### src/hdl/rvi_pkg.sv
`timescale 1ns / 1ps
// Shared types and constants for the RV32I I-type execute core.
package rvi_pkg;

  localparam int XLEN    = 32;
  localparam int REG_W   = 5;
  localparam int ACT_W   = 5;
  localparam int IMM_W   = 12;
  localparam int PWORD_W = 10;

  // Action codes carried by a request
  typedef enum logic [ACT_W-1:0] {
    ACT_LB      = 5'd0,
    ACT_LH      = 5'd1,
    ACT_LW      = 5'd2,
    ACT_LBU     = 5'd3,
    ACT_LHU     = 5'd4,
    ACT_ADDI    = 5'd5,
    ACT_SLLI    = 5'd6,
    ACT_SLTI    = 5'd7,
    ACT_SLTIU   = 5'd8,
    ACT_XORI    = 5'd9,
    ACT_ORI     = 5'd10,
    ACT_ANDI    = 5'd11,
    ACT_SRLI    = 5'd12,
    ACT_SRAI    = 5'd13,
    ACT_JALR    = 5'd14,
    ACT_PRE_REG = 5'd15,
    ACT_PRE_MEM = 5'd16
  } act_t;

  // Per-request control and data carried down the pipe
  typedef struct packed {
    logic [ACT_W-1:0] act;
    logic [REG_W-1:0] rd;
    logic             wen;      // writes a nonzero register
    logic             is_load;
    logic             is_pmem;  // memory preload; val holds the store data
    logic [1:0]       off;      // byte offset of the load address
    logic [XLEN-1:0]  val;
    logic             jump;
    logic [XLEN-1:0]  npc;
  } ex_ctl_t;

  // Load enables for the word index reduction stages
  typedef struct packed {
    logic ld_s2;
    logic ld_s3;
  } red_adv_t;

endpackage

### src/hdl/rvi_idx_red.sv
`timescale 1ns / 1ps
// Two-stage reduction of a word address modulo the data memory depth.
module rvi_idx_red import rvi_pkg::*; #(
  parameter int MEM_WORDS = 1024
) (
  input  logic                              clk,
  input  red_adv_t                          adv,
  input  logic [29:0]                       x_i,
  output logic [$clog2(MEM_WORDS)-1:0]      w_o,
  output logic [$clog2(MEM_WORDS)-1:0]      w2_o
);

  localparam int          AW    = $clog2(MEM_WORDS);
  localparam logic [29:0] RECIP = 30'((64'd1 << 30) / MEM_WORDS);
  localparam logic [AW:0] MODW  = (AW+1)'(MEM_WORDS);
  localparam logic [AW-1:0] LASTW = AW'(MEM_WORDS - 1);

  logic [29:0] x2_r;
  logic [29:0] x3_r;
  logic [29:0] q_r;
  logic [59:0] prod;
  logic [AW:0] qm;
  logic [AW:0] rem;

  // Capture the word address as the request enters stage 2
  always_ff @(posedge clk) begin
    if (adv.ld_s2) begin
      x2_r <= x_i;
    end
  end

  // Estimate the quotient; it is exact or one low
  assign prod = {30'd0, x2_r} * {30'd0, RECIP};

  always_ff @(posedge clk) begin
    if (adv.ld_s3) begin
      q_r  <= prod[59:30];
      x3_r <= x2_r;
    end
  end

  // Remainder lies below twice the depth: one compare and subtract fixes it
  assign qm  = q_r[AW:0] * MODW;
  assign rem = x3_r[AW:0] - qm;

  always_comb begin
    if (rem >= MODW) begin
      w_o = AW'(rem - MODW);
    end else begin
      w_o = rem[AW-1:0];
    end
  end

  // Second word of a misaligned access wraps at the end of memory
  assign w2_o = (w_o == LASTW) ? '0 : AW'(w_o + 1'b1);

endmodule

### config.mk
export PLATFORM = sky130hd
export DESIGN_NAME = rvi_idx_red
export DESIGN_NICKNAME = d
export VERILOG_FILES = /design/src/hdl/rvi_pkg.sv /design/src/hdl/rvi_idx_red.sv
export SDC_FILE = /design/constraint.sdc
export NUM_CORES = 1
export LEC_CHECK = 0
export BUFFER_PORTS_ARGS = -buffer_cell sky130_fd_sc_hd__clkbuf_2
export CAP_MARGIN = 5
export CORE_MARGIN = 3
export CORE_UTILIZATION = 40
export DETAILED_ROUTE_END_ITERATION = 16
export PLACE_DENSITY = 0.76
export SYNTH_ARGS = -nofsm -noshare
export SYNTH_HDL_FRONTEND = slang
export SYNTH_SLANG_ARGS = --single-unit
export TNS_END_PERCENT = 50
### constraint.sdc
create_clock -name clk -period 1.4 [get_ports clk]
set_input_delay 0.14 -clock clk [delete_from_list [all_inputs] [get_ports clk]]
set_output_delay 0.14 -clock clk [all_outputs]
set_load 0.01 [all_outputs]
==> flow_metrics.py <==
metrics = {
    "synthesis": {
        "yosysMostFrequentCell": "edfxtp_1",
        "synthAdderAreaFrac": 0.01517,
        "synth.top_cells.by_count": "20 x edfxtp_1, 5 x nor2_1, 4 x nand3_1, 4 x xor2_1",
        "synth_edf_count": 20,
        "yosys.area.top_type": "edfxtp_1",
        "synthSimpleGateAreaFrac": 0.1472,
        "yosys-top-cells-area": "edfxtp_1 73%, xor2_1 4.2%, nor4_4 2.6%, nand3_1 2.4%, nor2_1 2.3%",
        "synthCells": 52,
        "synth_top_family_by_area": "simple AND/OR/NAND/NOR gates",
        "yosys_warnings": 0,
        "synth.distinct_cells": 20,
        "syn_area_um2": 824.5,
        "synth_compound_area_frac": 0.05159,
        "synthArstFlopShare": 0,
        "syn_area_per_cell_um2": 15.86,
        "ys_seq_elements": 20,
        "synthXorXnorAreaFrac": 0.05311,
        "ys.flop_type": "edfxtp_1",
        "synthMuxAreaShare": 0,
        "synth-seq-area-share": 0.7284,
        "yosys.area.top_type_share": 0.7284,
        "synth_nets": 86,
    },
    "timing": {
        "setup_viol": 10,
        "finalMaxSlewViolations": 0,
        "worst_slack_ns": -0.1887,
        "relSlewSlack": 0.7854,
        "skew_ns": 0.007907,
        "hold_viol_final": 0,
        "final.min_clock_period_ns": 1.589,
        "period_share": 1.135,
        "worstMarginPinSlew_ns": 0.3195,
        "rsz0062_at_grt": "yes",
        "fmax_mhz": 629.4,
        "holdWs_ns": 0.01961,
    },
    "setup_path": {
        "worstPathArrival_ns": 1.45,
        "endpoint": "w2_o[0]",
        "worstPathRequired_ns": 1.26,
        "rr_worst_depth": 0,
        "cp-start-kind": "flip-flop",
        "cp_slowest_stage_delay_ns": 0.43,
        "crit_type": "flip-flop to primary output",
        "timing.reg2reg.setup_slack_ns": 0.78,
        "timing.rr.start": "x2_r[0]$_DFFE_PP_",
        "timing.rr.end": "x3_r[0]$_DFFE_PP_",
        "cpMaxStageDelayCell": "edfxtp_1",
        "endpoint_kind": "primary output",
        "cp-startpoint": "x3_r[2]$_DFFE_PP_",
        "cp_cell_sequence": "nand3_4, nor4_4, nor2_1, buf_2",
        "critPathMaxFanout": 5,
    },
    "cells_and_area": {
        "area_growth_pct": 47.35,
        "layout.cells.non_filler": 130,
        "nNetsFinal": 140,
        "drive_gt1_frac": 0.5905,
        "n_antenna_cell": 0,
        "post-route-cell-area_um2": 1215,
    },
    "cts": {
        "htreeDepth": 1,
        "clk_pin_slew_worst_paths_ns": 0.10,
        "cts_root_buf": "clkbuf_4",
        "clkSinkCount": 20,
        "cts_buffers": 3,
        "tritoncts": "built",
        "cts_buffer_depth": 2,
        "clock_latency_ns": 0.29,
    },
    "power": {
        "ir_worst_vdd_mv": 0.7058,
        "leakagePower_nw": 0.5140,
        "powerDensity_nw_per_um2": 979.7,
    },
    "floorplanning": {
        "coreArea_um2": 1839,
        "io_pins": 53,
        "dieArea_um2": 2642,
        "die_w_um": 51.40,
        "die_h_um": 51.40,
        "rows": 15,
        "start_util": 0.4483,
    },
    "run_status": {
        "violations": "negative setup slack",
        "outcome": "complete, but fails checks",
    },
    "placement": {
        "dp.final_hpwl_um": 960.5,
        "dp.cells": 114,
        "gp_congestion": 0.7192,
        "placed_cell_area_um2": 1054,
        "numPortBuffers": 32,
    },
    "grt": {
        "antenna_found_initial": 0,
        "grt_usage": 0.1193,
        "grt_pass1_wl_mm": 2.318,
        "grt_pass1_vias": 566,
        "grt_overflow_total": 0,
        "grt_max_degree": 12,
    },
    "routing": {
        "wl_mm": 1.369,
        "drtIter0Drc": 4,
        "routed-via-count": 595,
        "wire_per_inst_um": 10.53,
        "avgViaCountPerCell": 4.577,
        "drcViolationCount": 0,
        "ant_nets": 0,
        "dr.pass1.iters": 2,
    },
    "min_path": {
        "hold_path_class": "input port to flip-flop",
        "min_from": "x_i[7]",
    },
    "job": {
        "maxCapViolCount": 0,
    },
}
-- per-stage QoR --
step                TNS (ns)    util  power (mW)  setup WS (ns)
finish                -1.490  0.6605       1.190        -0.1887
global route          -2.649  0.6605       1.259        -0.3142
CTS                   -1.535  0.6551       1.196        -0.1870
detailed placement         0  0.5728      0.9086        0.03424
global placement           0  0.5728      0.9034        0.04780
floorplan           -0.03449       -      0.8175       -0.02274
-- power breakdown --
group          leakage (nW)  switching (mW)  internal [mW]
combinational         0.303           0.103          0.104
sequential            0.196          0.0214          0.710
clock                0.0154           0.149          0.103
total                 0.514           0.273          0.917
-- layer usage --
| layer | part of all wire | global-route usage |
|---|---|---|
| met1 | 0.39 | 0.1205 |
| met5 | 0 | 0 |
| met4 | 0 | 0.05240 |
| met3 | 0.083 | 0.02915 |
| met2 | 0.53 | 0.2267 |
-- worst max-delay path: cells and delay by family (launching register included) --
kind	cells	cell delay (ns)
buffers and inverters	1	0.14
AND/OR/NAND/NOR	3	0.60
flip-flops	1	0.43
-- area by class of cell --
| cell class | instances | area, um^2 |
|---|---|---|
| Fill cell | 146 | 624.3 |
| Tap cell | 25 | 31.28 |
| Clock inverter | 1 | 3.754 |
| Clock buffer | 3 | 22.52 |
| Multi-Input combinational cell | 31 | 259.0 |
| Inverter | 1 | 3.754 |
| Timing Repair Buffer | 49 | 294.0 |
| Sequential cell | 20 | 600.6 |
-- state kept, by name, indices dropped and copies added, names as in the netlist --
register / flops
x3_r: 10
x2_r: 10
-- repair_timing --
item / CTS / global route
gates cloned: 0 / 0
setup endpoints to repair: 10 / 10
pin swaps: 11 / 2
hold buffers: 0 / 1
gates resized for setup: 11 / 4
setup buffers: 11 / 0
hold endpoints to repair: 0 / 1
-- placed cells by master, fill, tap and decap left out, types with 2 or more instances in the layout --
cell type and count:
buf_2 4, buf_4 15, clkbuf_2 28, clkbuf_4 3, edfxtp_1 20, nand2b_1 2
nand3_2 3, nor2_1 3, nor2_2 2, xor2_1 4
-- how the worst min path moves through the flow --
stage	end	slack, ns	depth (start not counted)
final	x2_r[7]$_DFFE_PP_	0.02	1
after global routing	x2_r[8]$_DFFE_PP_	-0.003	1
after floorplan	x2_r[0]$_DFFE_PP_	0.24	0
after detailed placement	x2_r[5]$_DFFE_PP_	0.32	1
after CTS	x2_r[5]$_DFFE_PP_	0.01	1
after global placement	x2_r[0]$_DFFE_PP_	0.32	1
-- cell families (layout without fill, tap and decap cells) --
kind of cell,after synthesis,count (layout)
adder cells (fa/ha/maj),1,1
flip-flops,20,20
XOR/XNOR,5,5
AO/OA/AOI/OAI,6,6
buffers and inverters,1,54
AND/OR/NAND/NOR,19,19
No activity file was read; power rests on OpenSTA's default activity.
